File: config.mk
export PLATFORM = sky130hd
export DESIGN_NAME = motor_command_frame_builder
export DESIGN_NICKNAME = d
export VERILOG_FILES = /design/src/mcfb_pkg.sv /design/src/motor_command_frame_builder.sv /design/src/mcfb_front.sv /design/src/mcfb_queue.sv /design/src/mcfb_back.sv
export SDC_FILE = /design/constraint.sdc
export NUM_CORES = 1
export LEC_CHECK = 0
export BUFFER_PORTS_ARGS = -buffer_cell sky130_fd_sc_hd__buf_2
export CAP_MARGIN = 25
export CORE_ASPECT_RATIO = 1.75
export CORE_MARGIN = 5
export CORE_UTILIZATION = 31
export CTS_CLUSTER_DIAMETER = 40
export DETAILED_ROUTE_END_ITERATION = 6
export MAX_ROUTING_LAYER = met4
export PLACE_DENSITY_LB_ADDON = 0.2
export SYNTH_ARGS = -nofsm -noshare
export SYNTH_HDL_FRONTEND = slang
export SYNTH_SLANG_ARGS = --single-unit
File: constraint.sdc
create_clock -name clk -period 18.3 [get_ports clk]
set_input_delay 3.66 -clock clk [delete_from_list [all_inputs] [get_ports clk]]
set_output_delay 3.66 -clock clk [all_outputs]
set_load 0.01 [all_outputs]
File: src/mcfb_pkg.sv
// Shared constants, types and codes for the motor command frame builder.
`timescale 1ns / 1ps

package mcfb_pkg;

    // Command codes on the input
    localparam logic [1:0] CMD_KEEP_ALIVE  = 2'd0;
    localparam logic [1:0] CMD_SET_CURRENT = 2'd1;
    localparam logic [1:0] CMD_SET_SPEED   = 2'd2;
    localparam logic [1:0] CMD_UNUSED      = 2'd3;

    // Configuration register indexes
    localparam logic [1:0] CFG_CURRENT_GAIN = 2'd0;
    localparam logic [1:0] CFG_SPEED_GAIN   = 2'd1;

    // Gain reset values
    localparam logic [15:0] RESET_CURRENT_GAIN = 16'd1000;
    localparam logic [15:0] RESET_SPEED_GAIN   = 16'd250;

    // Frame bytes
    localparam logic [7:0] ID_KEEP_ALIVE  = 8'd30;
    localparam logic [7:0] ID_SET_CURRENT = 8'd6;
    localparam logic [7:0] ID_SET_SPEED   = 8'd8;
    localparam logic [7:0] FRAME_START    = 8'd2;
    localparam logic [7:0] FRAME_END      = 8'd3;
    localparam logic [7:0] PAY_LEN_SHORT  = 8'd1;
    localparam logic [7:0] PAY_LEN_LONG   = 8'd5;

    // CRC-16/XMODEM
    localparam logic [15:0] CRC_POLY = 16'h1021;
    localparam logic [15:0] CRC_INIT = 16'h0000;

    // Byte positions within a frame
    localparam logic [3:0] POS_START      = 4'd0;
    localparam logic [3:0] POS_LEN        = 4'd1;
    localparam logic [3:0] POS_ID         = 4'd2;
    localparam logic [3:0] POS_SHORT_CRCH = 4'd3;
    localparam logic [3:0] POS_SHORT_CRCL = 4'd4;
    localparam logic [3:0] POS_SHORT_END  = 4'd5;
    localparam logic [3:0] POS_VAL_B3     = 4'd3;
    localparam logic [3:0] POS_VAL_B2     = 4'd4;
    localparam logic [3:0] POS_VAL_B1     = 4'd5;
    localparam logic [3:0] POS_VAL_B0     = 4'd6;
    localparam logic [3:0] POS_LONG_CRCH  = 4'd7;
    localparam logic [3:0] POS_LONG_CRCL  = 4'd8;
    localparam logic [3:0] POS_LONG_END   = 4'd9;

    // Default depth of the request queue
    localparam int QUEUE_DEPTH = 2;

    // One classified command waiting for the byte sequencer
    typedef struct packed {
        logic        long_frame;
        logic [7:0]  id;
        logic [31:0] scaled;
    } frame_req_t;

    // Queue head as seen by the sequencer
    typedef struct packed {
        logic       valid;
        frame_req_t req;
    } queue_head_t;

endpackage

File: src/motor_command_frame_builder.sv
// Top level of the motor command frame builder.
//
//  channel   dir  handshake                      content
//  s_axis    in   s_axis_tvalid/s_axis_tready    tuser: cmd[1:0]; tdata: value[24:0], zero[31:25]
//  m_axis    out  m_axis_tvalid/m_axis_tready    tdata: out_byte[7:0]; tlast: last
//  cfg       in   cfg_we (no wait)               cfg_index, cfg_wdata[15:0]
//
// One frame byte leaves per cycle while m_axis_tready is high: a keep-alive frame has 6 bytes, a set current or
// set speed frame 10, set by the byte sequencer in the back end.
// An accepted item waits in the request queue; its first byte leaves from the registered byte output.
// Reset sets current_gain to 1000, speed_gain to 250 and empties the request queue.
// A stalled byte output holds its byte; items are taken until the queue is full.
`timescale 1ns / 1ps

module motor_command_frame_builder
#(
    parameter int QUEUE_DEPTH = mcfb_pkg::QUEUE_DEPTH
)
(
    input  logic        clk,
    input  logic        rst_n,
    input  logic        s_axis_tvalid,
    output logic        s_axis_tready,
    input  logic [31:0] s_axis_tdata,   // value[24:0], zero pad [31:25]
    input  logic [1:0]  s_axis_tuser,   // cmd[1:0]
    output logic        m_axis_tvalid,
    input  logic        m_axis_tready,
    output logic [7:0]  m_axis_tdata,   // out_byte[7:0]
    output logic        m_axis_tlast,
    input  logic        cfg_we,
    input  logic [1:0]  cfg_index,
    input  logic [15:0] cfg_wdata
);

    logic                  queue_full;
    logic                  push;
    logic                  pop;
    mcfb_pkg::frame_req_t  push_req;
    mcfb_pkg::queue_head_t head;

    // Classify and scale incoming items
    mcfb_front u_front
    (
        .clk        (clk),
        .rst_n      (rst_n),
        .cfg_we     (cfg_we),
        .cfg_index  (cfg_index),
        .cfg_wdata  (cfg_wdata),
        .in_valid   (s_axis_tvalid),
        .in_ready   (s_axis_tready),
        .cmd        (s_axis_tuser),
        .value      (s_axis_tdata[24:0]),
        .queue_full (queue_full),
        .push       (push),
        .push_req   (push_req)
    );

    // Buffer requests between the two sides
    mcfb_queue #(.DEPTH(QUEUE_DEPTH)) u_queue
    (
        .clk      (clk),
        .rst_n    (rst_n),
        .push     (push),
        .push_req (push_req),
        .full     (queue_full),
        .pop      (pop),
        .head     (head)
    );

    // Emit frame bytes
    mcfb_back u_back
    (
        .clk       (clk),
        .rst_n     (rst_n),
        .head      (head),
        .pop       (pop),
        .out_valid (m_axis_tvalid),
        .out_ready (m_axis_tready),
        .out_byte  (m_axis_tdata),
        .out_last  (m_axis_tlast)
    );

endmodule

File: src/mcfb_front.sv
// Front end: gain registers, command classification and value scaling.
`timescale 1ns / 1ps

module mcfb_front
(
    input  logic                clk,
    input  logic                rst_n,
    input  logic                cfg_we,
    input  logic [1:0]          cfg_index,
    input  logic [15:0]         cfg_wdata,
    input  logic                in_valid,
    output logic                in_ready,
    input  logic [1:0]          cmd,
    input  logic [24:0]         value,
    input  logic                queue_full,
    output logic                push,
    output mcfb_pkg::frame_req_t push_req
);

    logic [15:0]        current_gain_reg;
    logic [15:0]        current_gain_next;
    logic [15:0]        speed_gain_reg;
    logic [15:0]        speed_gain_next;
    logic [15:0]        gain;
    logic signed [24:0] value_s;
    logic signed [16:0] gain_s;
    logic signed [41:0] product;

    // Latch configuration writes
    always_comb
    begin
        current_gain_next = current_gain_reg;
        speed_gain_next   = speed_gain_reg;
        if (cfg_we)
        begin
            if (cfg_index == mcfb_pkg::CFG_CURRENT_GAIN)
            begin
                current_gain_next = cfg_wdata;
            end
            if (cfg_index == mcfb_pkg::CFG_SPEED_GAIN)
            begin
                speed_gain_next = cfg_wdata;
            end
        end
    end

    always_ff @(posedge clk or negedge rst_n)
    begin
        if (!rst_n)
        begin
            current_gain_reg <= mcfb_pkg::RESET_CURRENT_GAIN;
            speed_gain_reg   <= mcfb_pkg::RESET_SPEED_GAIN;
        end
        else
        begin
            current_gain_reg <= current_gain_next;
            speed_gain_reg   <= speed_gain_next;
        end
    end

    // Scale the signed value by the selected unsigned gain, wrap to 32 bits
    assign gain    = (cmd == mcfb_pkg::CMD_SET_CURRENT) ? current_gain_reg : speed_gain_reg;
    assign value_s = $signed(value);
    assign gain_s  = $signed({1'b0, gain});
    assign product = 42'(value_s) * 42'(gain_s);

    // Classify the command; drop the unused code
    assign in_ready = !queue_full;
    assign push     = in_valid && !queue_full && (cmd != mcfb_pkg::CMD_UNUSED);

    always_comb
    begin
        push_req.long_frame = (cmd != mcfb_pkg::CMD_KEEP_ALIVE);
        push_req.scaled     = product[31:0];
        unique case (cmd)
            mcfb_pkg::CMD_SET_CURRENT: push_req.id = mcfb_pkg::ID_SET_CURRENT;
            mcfb_pkg::CMD_SET_SPEED:   push_req.id = mcfb_pkg::ID_SET_SPEED;
            default:                   push_req.id = mcfb_pkg::ID_KEEP_ALIVE;
        endcase
    end

endmodule

File: src/mcfb_queue.sv
// Short request queue between the front end and the byte sequencer.
`timescale 1ns / 1ps

module mcfb_queue
#(
    parameter int DEPTH = mcfb_pkg::QUEUE_DEPTH
)
(
    input  logic                 clk,
    input  logic                 rst_n,
    input  logic                 push,
    input  mcfb_pkg::frame_req_t push_req,
    output logic                 full,
    input  logic                 pop,
    output mcfb_pkg::queue_head_t head
);

    localparam int PTR_W = (DEPTH > 1) ? $clog2(DEPTH) : 1;
    localparam int CNT_W = $clog2(DEPTH + 1);

    mcfb_pkg::frame_req_t entry_reg [DEPTH];
    logic [PTR_W-1:0]     wr_ptr_reg;
    logic [PTR_W-1:0]     wr_ptr_next;
    logic [PTR_W-1:0]     rd_ptr_reg;
    logic [PTR_W-1:0]     rd_ptr_next;
    logic [CNT_W-1:0]     count_reg;
    logic [CNT_W-1:0]     count_next;
    logic                 do_push;
    logic                 do_pop;

    assign full       = (count_reg == CNT_W'(DEPTH));
    assign head.valid = (count_reg != '0);
    assign head.req   = entry_reg[rd_ptr_reg];
    assign do_push    = push && !full;
    assign do_pop     = pop && head.valid;

    // Advance pointers with wrap at the depth
    always_comb
    begin
        wr_ptr_next = wr_ptr_reg;
        rd_ptr_next = rd_ptr_reg;
        count_next  = count_reg;
        if (do_push)
        begin
            wr_ptr_next = (wr_ptr_reg == PTR_W'(DEPTH - 1)) ? '0 : wr_ptr_reg + 1'b1;
        end
        if (do_pop)
        begin
            rd_ptr_next = (rd_ptr_reg == PTR_W'(DEPTH - 1)) ? '0 : rd_ptr_reg + 1'b1;
        end
        if (do_push && !do_pop)
        begin
            count_next = count_reg + 1'b1;
        end
        else if (do_pop && !do_push)
        begin
            count_next = count_reg - 1'b1;
        end
    end

    always_ff @(posedge clk or negedge rst_n)
    begin
        if (!rst_n)
        begin
            wr_ptr_reg <= '0;
            rd_ptr_reg <= '0;
            count_reg  <= '0;
        end
        else
        begin
            wr_ptr_reg <= wr_ptr_next;
            rd_ptr_reg <= rd_ptr_next;
            count_reg  <= count_next;
        end
    end

    // Store the pushed request
    always_ff @(posedge clk)
    begin
        if (do_push)
        begin
            entry_reg[wr_ptr_reg] <= push_req;
        end
    end

`ifndef SYNTHESIS
    a_count_bound: assert property (@(posedge clk) disable iff (!rst_n)
        count_reg <= CNT_W'(DEPTH))
        else $error("queue count beyond depth");

    a_count_track: assert property (@(posedge clk) disable iff (!rst_n)
        (do_push && !do_pop) |=> (count_reg == $past(count_reg) + 1'b1))
        else $error("queue count did not follow a push");

    a_count_drop: assert property (@(posedge clk) disable iff (!rst_n)
        (do_pop && !do_push) |=> (count_reg == $past(count_reg) - 1'b1))
        else $error("queue count did not follow a pop");
`endif

endmodule

File: src/mcfb_back.sv
// Back end: byte sequencer with running CRC and registered byte output.
`timescale 1ns / 1ps

module mcfb_back
(
    input  logic                  clk,
    input  logic                  rst_n,
    input  mcfb_pkg::queue_head_t head,
    output logic                  pop,
    output logic                  out_valid,
    input  logic                  out_ready,
    output logic [7:0]            out_byte,
    output logic                  out_last
);

    // One byte of CRC-16/XMODEM, MSB first
    function automatic logic [15:0] crc_byte(input logic [15:0] crc_in, input logic [7:0] data);
        logic [15:0] c;
        c = crc_in ^ {data, 8'h00};
        for (int b = 0; b < 8; b++)
        begin
            c = c[15] ? ({c[14:0], 1'b0} ^ mcfb_pkg::CRC_POLY) : {c[14:0], 1'b0};
        end
        return c;
    endfunction

    logic [3:0]  idx_reg;
    logic [3:0]  idx_next;
    logic [15:0] crc_reg;
    logic [15:0] crc_next;
    logic        out_valid_reg;
    logic        out_valid_next;
    logic [7:0]  out_byte_reg;
    logic [7:0]  out_byte_next;
    logic        out_last_reg;
    logic        out_last_next;
    logic        load;
    logic        step;
    logic        is_last;
    logic        is_payload;
    logic [7:0]  byte_sel;
    logic [31:0] scaled;

    assign scaled = head.req.scaled;
    assign load   = !out_valid_reg || out_ready;
    assign step   = load && head.valid;

    // Pick the frame byte for the current position
    always_comb
    begin
        byte_sel = mcfb_pkg::FRAME_END;
        if (idx_reg == mcfb_pkg::POS_START)
        begin
            byte_sel = mcfb_pkg::FRAME_START;
        end
        else if (idx_reg == mcfb_pkg::POS_LEN)
        begin
            byte_sel = head.req.long_frame ? mcfb_pkg::PAY_LEN_LONG : mcfb_pkg::PAY_LEN_SHORT;
        end
        else if (idx_reg == mcfb_pkg::POS_ID)
        begin
            byte_sel = head.req.id;
        end
        else if (!head.req.long_frame)
        begin
            if (idx_reg == mcfb_pkg::POS_SHORT_CRCH)
            begin
                byte_sel = crc_reg[15:8];
            end
            else if (idx_reg == mcfb_pkg::POS_SHORT_CRCL)
            begin
                byte_sel = crc_reg[7:0];
            end
        end
        else
        begin
            if (idx_reg == mcfb_pkg::POS_VAL_B3)
            begin
                byte_sel = scaled[31:24];
            end
            else if (idx_reg == mcfb_pkg::POS_VAL_B2)
            begin
                byte_sel = scaled[23:16];
            end
            else if (idx_reg == mcfb_pkg::POS_VAL_B1)
            begin
                byte_sel = scaled[15:8];
            end
            else if (idx_reg == mcfb_pkg::POS_VAL_B0)
            begin
                byte_sel = scaled[7:0];
            end
            else if (idx_reg == mcfb_pkg::POS_LONG_CRCH)
            begin
                byte_sel = crc_reg[15:8];
            end
            else if (idx_reg == mcfb_pkg::POS_LONG_CRCL)
            begin
                byte_sel = crc_reg[7:0];
            end
        end
    end

    assign is_last = head.req.long_frame ? (idx_reg == mcfb_pkg::POS_LONG_END)
                                         : (idx_reg == mcfb_pkg::POS_SHORT_END);
    assign is_payload = (idx_reg == mcfb_pkg::POS_ID)
                     || (head.req.long_frame && (idx_reg >= mcfb_pkg::POS_VAL_B3)
                                             && (idx_reg <= mcfb_pkg::POS_VAL_B0));
    assign pop = step && is_last;

    // Advance the sequencer and fold payload bytes into the CRC
    always_comb
    begin
        idx_next       = idx_reg;
        crc_next       = crc_reg;
        out_valid_next = out_valid_reg;
        out_byte_next  = out_byte_reg;
        out_last_next  = out_last_reg;
        if (step)
        begin
            idx_next       = is_last ? mcfb_pkg::POS_START : idx_reg + 1'b1;
            out_valid_next = 1'b1;
            out_byte_next  = byte_sel;
            out_last_next  = is_last;
            if (is_payload)
            begin
                crc_next = crc_byte((idx_reg == mcfb_pkg::POS_ID) ? mcfb_pkg::CRC_INIT : crc_reg,
                                    byte_sel);
            end
        end
        else if (out_ready)
        begin
            out_valid_next = 1'b0;
        end
    end

    always_ff @(posedge clk or negedge rst_n)
    begin
        if (!rst_n)
        begin
            idx_reg       <= mcfb_pkg::POS_START;
            out_valid_reg <= 1'b0;
        end
        else
        begin
            idx_reg       <= idx_next;
            out_valid_reg <= out_valid_next;
        end
    end

    // Hold output payload and CRC
    always_ff @(posedge clk)
    begin
        crc_reg      <= crc_next;
        out_byte_reg <= out_byte_next;
        out_last_reg <= out_last_next;
    end

    assign out_valid = out_valid_reg;
    assign out_byte  = out_byte_reg;
    assign out_last  = out_last_reg;

`ifndef SYNTHESIS
    a_idx_bound: assert property (@(posedge clk) disable iff (!rst_n)
        idx_reg <= mcfb_pkg::POS_LONG_END)
        else $error("byte position beyond frame length");

    a_last_is_end: assert property (@(posedge clk) disable iff (!rst_n)
        (out_valid_reg && out_last_reg) |-> (out_byte_reg == mcfb_pkg::FRAME_END))
        else $error("last flag on a byte other than the end byte");

    a_start_first: assert property (@(posedge clk) disable iff (!rst_n)
        (step && (idx_reg == mcfb_pkg::POS_START)) |=> (out_byte_reg == mcfb_pkg::FRAME_START))
        else $error("frame did not open with the start byte");

    a_pop_restarts: assert property (@(posedge clk) disable iff (!rst_n)
        pop |=> (idx_reg == mcfb_pkg::POS_START))
        else $error("sequencer did not restart after a frame");
`endif

endmodule
Word level (Yosys, flattened, before mapping)
Memories as Yosys holds them, arrays and structs flattened.
Index checks and enable logic that the tools add are counted.
Storage, ports and cells
  flip-flop bits (word level): 66
  bits in latches: 0
  memory bits (writable): 76
  bits in read-only memories: 0
  input port bits: 57
  output and inout bits: 11
  memories kept: 1
Memories
  u_queue.entry_reg: depth 2, bits a word 38, rd ports 1, clocked after memory_dff 0, write ports 1, line mcfb_queue.sv:21  | mcfb_pkg::frame_req_t entry_reg [DEPTH];
Cells by class
  add/subtract/negate cells: 5
  multipliers: 1
  divide/modulo/power cells: 0
  order comparisons: 2
  equality and inequality tests: 14
  shift operators: 0
  multiplexer cells: 34
  bitwise operators: 9
  reductions and logical operators: 25
Operators with widths (number)
  13-bit two-way mux: 8
  8-bit two-way mux: 12
  25-bit by 17-bit multiplier with 32-bit output: 1
  16-bit two-way mux: 2
  3-bit inverter: 8
  4-bit by 3-bit equality test with 1-bit output (second input constant): 4
  16-bit XOR: 1
  1-bit logical AND: 10
  5-bit one-hot mux with 2 select lines: 1
  4-bit by 2-bit equality test with 1-bit output (second input constant): 2
  4-bit equality test (second input constant): 2
  2-bit nonzero test: 4
  1-bit two-way mux: 7
  2-bit AND reduction: 3
  4-bit by 1-bit adder with 4-bit output (second input constant): 1
  2-bit by 1-bit equality test with 1-bit output (second input constant): 2
  2-bit equality test (second input constant): 2
  4-bit by 1-bit equality test with 1-bit output (second input constant): 1
  4-bit by 2-bit greater-or-equal comparator with 1-bit output (second input constant): 1
  4-bit by 3-bit less-or-equal comparator with 1-bit output (second input constant): 1
  1-bit zero test: 4
  4-bit zero test: 1
  2-bit two-way mux: 2
  4-bit two-way mux: 1
  other kinds (7): 9

Logic depth before layout (Yosys ltp)
Gate-level depths: netlist (run 1).
  word-level depth: 28
  gate-level depth with buffers: 29

Hierarchy
From an unflattened synthesis (run 1), not the netlist that was laid out.
Unflattened totals
  cell total of the unflattened synthesis: 1901
  area total of the unflattened synthesis: 19133.4 um^2
By module, submodules not included
  mcfb_front: times used 1, cells each 1451, area an instance 13200.2 um^2
  mcfb_queue: times used 1, cells each 147, area an instance 3362.0 um^2
  mcfb_back: times used 1, cells each 303, area an instance 2571.2 um^2

Least setup slack after synthesis (run 1)
No wires, ideal clock.
  kind: input to register
  start: input port s_axis_tuser[1]
  end: memory u_queue.entry_reg[0][26] (netlist bit) (data pin)
  setup time: 265 ps
  data arrival time: 9800 ps
  path slack: 8235 ps
  stages on the path: 27
  buffers on the path: 3
  path through: inv_1 ha_1 buf_2 buf_2 mux2_2 clkbuf_1 nand2_1 fa_1 inv_1 fa_1 inv_1 fa_1 inv_1 fa_1 fa_1 inv_1 fa_1 inv_1 ha_1 a21o_1 a21o_1 a21oi_1 nand2_1 o211a_1 a21oi_1 nor4_1 a311o_1
RTL lines
  start, declared: line motor_command_frame_builder.sv:25  | input logic [1:0] s_axis_tuser,
  end, declared: line mcfb_queue.sv:21

==> key figures, run 1 <==
Outcome
  – Status: complete, no violations

STA
  – Max-slew headroom: 39.0%
  – Setup WS post-layout: 7.27 ns
  – Fin Setup TNS: 0 ns
  – Max-slew violation count: 0
  – Unrepaired setup endpoints after global routing: false
  – Worst-Margin Slew: 0.912 ns
  – Clk_skew: 0.0146 ns
  – Final period utilization: 60.3%
  – Final setup fails: 0
  – Hold Violations, Final: 0
  – Clock period minus worst slack: 11.03 ns
  – Max frequency: 90.7 MHz
  – Hold WS: 0.499 ns

Finish
  – Post-route cell area: 20100 um2
  – Final nets: 2360
  – Share of cells above drive strength 1: 9.88%
  – Most common cell after layout, fill and taps aside: inv_1
  – FF/Latch Area: 3960 um2
  – Most frequent cells in the layout: inv_1 (410), fa_1 (301), nand2_1 (254)
  – Synthesis-to-finish area growth: 8.13%
  – N_diodes: 0
  – Multi-input logic area: 12700 um2
  – Filler cells: 6211
  – Max FFs per register: 72

Synthesis
  – EDFF count, synth: 97
  – Synth Net Count: 2355
  – Synth warn: 0
  – Main synth FF type: edfxtp_1
  – Post-synthesis sequential area ratio: 21.3%
  – Mapped Area: 18600 um2
  – Async set or reset register ratio after synthesis: 29.7%
  – FF+latch count, synth: 138
  – Syn Area/Cell: 9.77 um2
  – Synth cell types: 89
  – Cells after Synth: 1905

Setup path
  – Critical path fanouts, max: 25
  – Worst EP arrival: 11.20 ns
  – CP Launch Type: primary input
  – CP dominant cell by count: fa_1
  – Reg-to-reg slack, setup: 11.17 ns
  – R2r endpoint: u_queue.entry_reg[1][26]
  – FF-to-FF Start: u_front.current_gain_reg[8]
  – CP Capture Type: register
  – Slowest CP cell: mux2_2
  – WS Path Type: in2reg
  – Worst Setup EP: u_queue.entry_reg[0][31]
  – Cell depth of the worst flop-to-flop path: 22
  – Worst-path cell chain: buf_2, inv_1, ha_1, buf_8, mux2_2, and2_1, fa_1, inv_1, fa_1, inv_1, fa_1, inv_1, fa_1, fa_1, fa_1, inv_1, ha_1, a211o_1, a211oi_1, o31ai_1, o21ai_0, o211a_1, o21ai_1, xnor2_1
  – Setup crit start: s_axis_tuser[1]
  – Worst EP required: 18.47 ns
  – Crit path max-delay family: adder cells
  – Crit-path max cell delay: 0.61 ns
  – Number of cells on the critical path: 24
  – Worst Path Buf+Inv: 7

Floorplanning
  – Die Y-Extent: 334 um
  – Core Rows: 118
  – DIE AREA: 65200 um2
  – Die X: 195 um
  – I/O pin count: 68
  – Initial core utilization: 31.3%
  – CORE AREA: 59400 um2

Placement
  – Instance area at placement: 19600 um2
  – I/O Buffers: 60
  – Pre-CTS WS: 6.80 ns
  – HPWL Detailed: 39.9 mm
  – Routability cong.: 0.888

Clock tree
  – # hold bufs at CTS: 0
  – CTS tree: done
  – Longest Clk Path Bufs: 2
  – Reg clk slew, reported paths: 0.06 ns
  – Post-cts sizing count: 0
  – Cts bufs inserted: 17
  – Clock tree sinks: 138
  – Clock Latency Late Sink: 0.45 ns
  – Root buffer cell: clkbuf_16
  – Postcts setup bufs: 0
  – H-tree depth: 4

Routing
  – TritonRoute pass-1 iters: 5
  – Routed Wire Length: 51.3 mm
  – Via count: 13.0k
  – Initial drt markers: 726
  – WL/cell: 19.0 um
  – ANT nets after route: 0
  – Vias per inst: 4.82
  – DRC viols: 0

Global routing
  – Overall Global Routing Usage: 16.6%
  – Largest net degree at the start of global routing: 42
  – Vias in the first global route: 14.6k
  – First-pass GRT wire length: 81.5 mm
  – Antenna violations before repair: 0
  – Remaining Overflow, GRT: 0

Worst hold path
  – Min-delay worst type: reg2reg

Job
  – Max-Cap Viols: 0
stage by stage:
stage	util, %	std cells
final	33.9	2703
after global routing	33.9	2703
after CTS	33.9	2702
after detailed placement	33.0	2670
after global placement	32.9	2668
after floorplan	-	1905
cells in the mapped netlist (4+ instances only):
master / n / area share, %
nor3_1: 13 / 0.35
nor2_1: 40 / 0.81
o21ai_0: 38 / 1.0
a21o_1: 5 / 0.20
dfrtp_1: 29 / 3.9
mux2_2: 51 / 3.1
nand3b_1: 7 / 0.28
a31oi_1: 6 / 0.20
edfxtp_1: 97 / 16
o2bb2ai_1: 4 / 0.19
xor2_1: 17 / 0.80
a211oi_1: 8 / 0.32
inv_1: 410 / 8.3
buf_6: 7 / 0.42
nand2_1: 254 / 5.1
a21oi_1: 43 / 1.2
clkbuf_1: 65 / 1.3
dfstp_2: 12 / 1.7
xnor2_1: 52 / 2.4
nor3b_1: 7 / 0.28
clkbuf_8: 5 / 0.37
o21bai_1: 4 / 0.16
and2_1: 123 / 4.1
o211ai_1: 7 / 0.28
o22ai_1: 9 / 0.30
nand2b_1: 11 / 0.37
mux2i_1: 33 / 1.8
ha_1: 92 / 6.2
nor2b_1: 45 / 1.5
nand3_1: 18 / 0.48
o21a_1: 6 / 0.24
fa_1: 301 / 32
cell families after synthesis:
| family | after synthesis | synth area share (%) |
|---|---|---|
| xor+xnor | 72 | 3.55 |
| flops | 138 | 21.3 |
| mux | 86 | 5.02 |
| buf+inv | 498 | 10.8 |
| fa+ha+maj | 393 | 38.6 |
| compound gates | 174 | 6.21 |
| simple gates | 544 | 14.6 |
layer usage:
layer | track usage (%) | part of all wire (%) | up-vias
met5 | - | 0 | -
met4 | 6.70 | 4.1 | 0
met3 | 1.96 | 2.7 | 124
met2 | 32.3 | 57 | 290
met1 | 16.7 | 36 | 6736
li1 | - | - | 5889
how the worst min path moves through the flow:
stage | end | cells past startpoint | start
global placement | u_front.current_gain_reg[2] | 1 | u_front.current_gain_reg[2]
floorplan | u_queue.wr_ptr_reg | 1 | u_queue.wr_ptr_reg
finish | u_front.speed_gain_reg[2] | 1 | u_front.speed_gain_reg[2]
global route | u_front.speed_gain_reg[2] | 1 | u_front.speed_gain_reg[2]
CTS | u_front.speed_gain_reg[2] | 1 | u_front.speed_gain_reg[2]
detailed placement | u_front.speed_gain_reg[2] | 1 | u_front.speed_gain_reg[2]
final cells by class:
class                           instances  area share (%)
Inverter                              410            7.65
Multi-Input combinational cell       1269            63.0
Tap cell                              780            4.85
Timing Repair Buffer                   74            2.18
Clock buffer                           19            2.15
Clock inverter                         13           0.473
Sequential cell                       138            19.7
Power of run 1 is not shown: default switching activity piles up to over one toggle a cycle in this logic, so the estimate is an artifact.
==> run 2, diff against run 1 <==
==> constraint.sdc (replaced) <==
create_clock -name clk -period 9.3 [get_ports clk]
set_input_delay 1.86 -clock clk [delete_from_list [all_inputs] [get_ports clk]]
set_output_delay 1.86 -clock clk [all_outputs]
set_load 0.01 [all_outputs]
==> run 2 against run 1 <==
  * Clock-buffer cell count down 2
  * Sequential share of layout area down 0.22 points
  * Highest routed layer unchanged
  * Largest cell class unchanged
  * Register-to-register slack worse by 8.6 ns
  * Core utilization increased by 0.38 points
  * Worst hold slack about the same
  * Design area increased by 1.1%
==> key figures, run 2 (same netlist as run 1, synthesis figures left out) <==
Routing
  – Vias per inst: 4.79
  – WL/cell: 19.2 um
  – Routed Wire Length: 52.3 mm
  – ANT nets after route: 0
  – Initial drt markers: 765
  – TritonRoute pass-1 iters: 6
  – DRC viols: 0
  – Via count: 13.1k

Setup path
  – Reg-to-reg slack, setup: 2.58 ns
  – CP Capture Type: register
  – CP dominant cell by count: fa_1
  – CP Launch Type: primary input
  – WS Path Type: in2reg
  – Critical path fanouts, max: 20
  – Slowest CP cell: fa_1
  – Setup crit start: s_axis_tuser[1]
  – Crit-path max cell delay: 0.57 ns
  – Worst Path Buf+Inv: 8
  – Worst EP arrival: 8.59 ns
  – Worst EP required: 9.47 ns
  – FF-to-FF Start: u_front.speed_gain_reg[4]
  – Crit path max-delay family: adder cells

Floorplanning
  – Initial core utilization: 31.3%
  – Die X: 195 um
  – DIE AREA: 65200 um2
  – I/O pin count: 68
  – Die Y-Extent: 334 um
  – Core Rows: 118
  – CORE AREA: 59400 um2

Clock tree
  – Clock Latency Late Sink: 0.46 ns
  – Reg clk slew, reported paths: 0.05 ns
  – Root buffer cell: clkbuf_16
  – Longest Clk Path Bufs: 2
  – Clock tree sinks: 138
  – Postcts setup bufs: 0
  – CTS tree: done
  – Post-cts sizing count: 0
  – # hold bufs at CTS: 0
  – H-tree depth: 4
  – Cts bufs inserted: 17

STA
  – Fin Setup TNS: 0 ns
  – Max-slew headroom: 37.9%
  – Clk_skew: 0.0238 ns
  – Hold Violations, Final: 0
  – Max frequency: 119 MHz
  – Unrepaired setup endpoints after global routing: false
  – Final period utilization: 90.5%
  – Worst-Margin Slew: 0.929 ns
  – Max-slew violation count: 0
  – Final setup fails: 0
  – Clock period minus worst slack: 8.42 ns

Global routing
  – Largest net degree at the start of global routing: 42
  – Vias in the first global route: 14.5k
  – Remaining Overflow, GRT: 0
  – Overall Global Routing Usage: 16.9%
  – Antenna violations before repair: 1
  – First-pass GRT wire length: 81.9 mm

Placement
  – HPWL Detailed: 41.7 mm
  – Routability cong.: 0.857
  – I/O Buffers: 60

Finish
  – Most frequent cells in the layout: inv_1 (410), fa_1 (301), nand2_1 (254)
  – Share of cells above drive strength 1: 11.0%
  – Filler cells: 6244
  – Multi-input logic area: 12700 um2
  – Synthesis-to-finish area growth: 9.35%
  – Most common cell after layout, fill and taps aside: inv_1
  – FF/Latch Area: 3960 um2
  – Max FFs per register: 72
  – Final nets: 2384

Worst hold path
  – Worst hold start: u_front.speed_gain_reg[11]
  – Min-delay worst type: reg2reg

Outcome
  – Status: complete, no violations

Job
  – Max-Cap Viols: 0
run 2: cell types whose count changed in the layout (fill, tap and decap cells not counted), sizes merged, moves of 2 or more:
cell,previous run,this run
buf,74,98
clkinv,6,11
inv,414,410
bufinv,0,2
clkbuf,19,17
run 2: final cells by class:
class | instances | area share, %
antenna | 1 | 0.0123
inverter | 410 | 7.56
tap | 780 | 4.80
multi-input combinational | 1269 | 62.3
timing repair buffer | 98 | 3.19
sequential | 138 | 19.4
clock buffer | 17 | 2.09
clock inverter | 15 | 0.658
run 2: per-stage QoR:
| step | std cells | setup slack [ns] | hold WS, ns | instance area (um2) | utilization, % |
|---|---|---|---|---|---|
| final | 2728 | 0.883 | 0.499 | 20300 | 34.3 |
| after global routing | 2728 | 0.640 | 0.520 | 20300 | 34.3 |
| after CTS | 2726 | 0.913 | 0.502 | 20300 | 34.2 |
| after detailed placement | 2694 | 0.459 | 0.490 | 19800 | 33.3 |
| after global placement | 2693 | 0.508 | 0.484 | 19700 | 33.3 |
| after floorplan | 1905 | 1.04 | 0.460 | 18600 | - |
run 2: path summary, 6_finish.rpt:
check / depth (start not counted) / end
max in group asynchronous: 2 / u_front.current_gain_reg[6]
worst max register to register: 22 / u_queue.entry_reg[1][29]
worst min-delay path: 1 / u_front.speed_gain_reg[11]
worst min register to register: 1 / u_front.speed_gain_reg[11]
worst max-delay path: 26 / u_queue.entry_reg[1][24]
min in group asynchronous: 1 / u_front.current_gain_reg[1]
run 2: layer usage:
layer	vias up	part of all wire, %	track usage (%)
li1	5928	-	-
met1	6729	36	17.0
met2	306	57	32.7
met3	101	3.1	2.41
met4	0	3.9	6.27
met5	-	0	-
Power of run 2 is left out for the same reason.
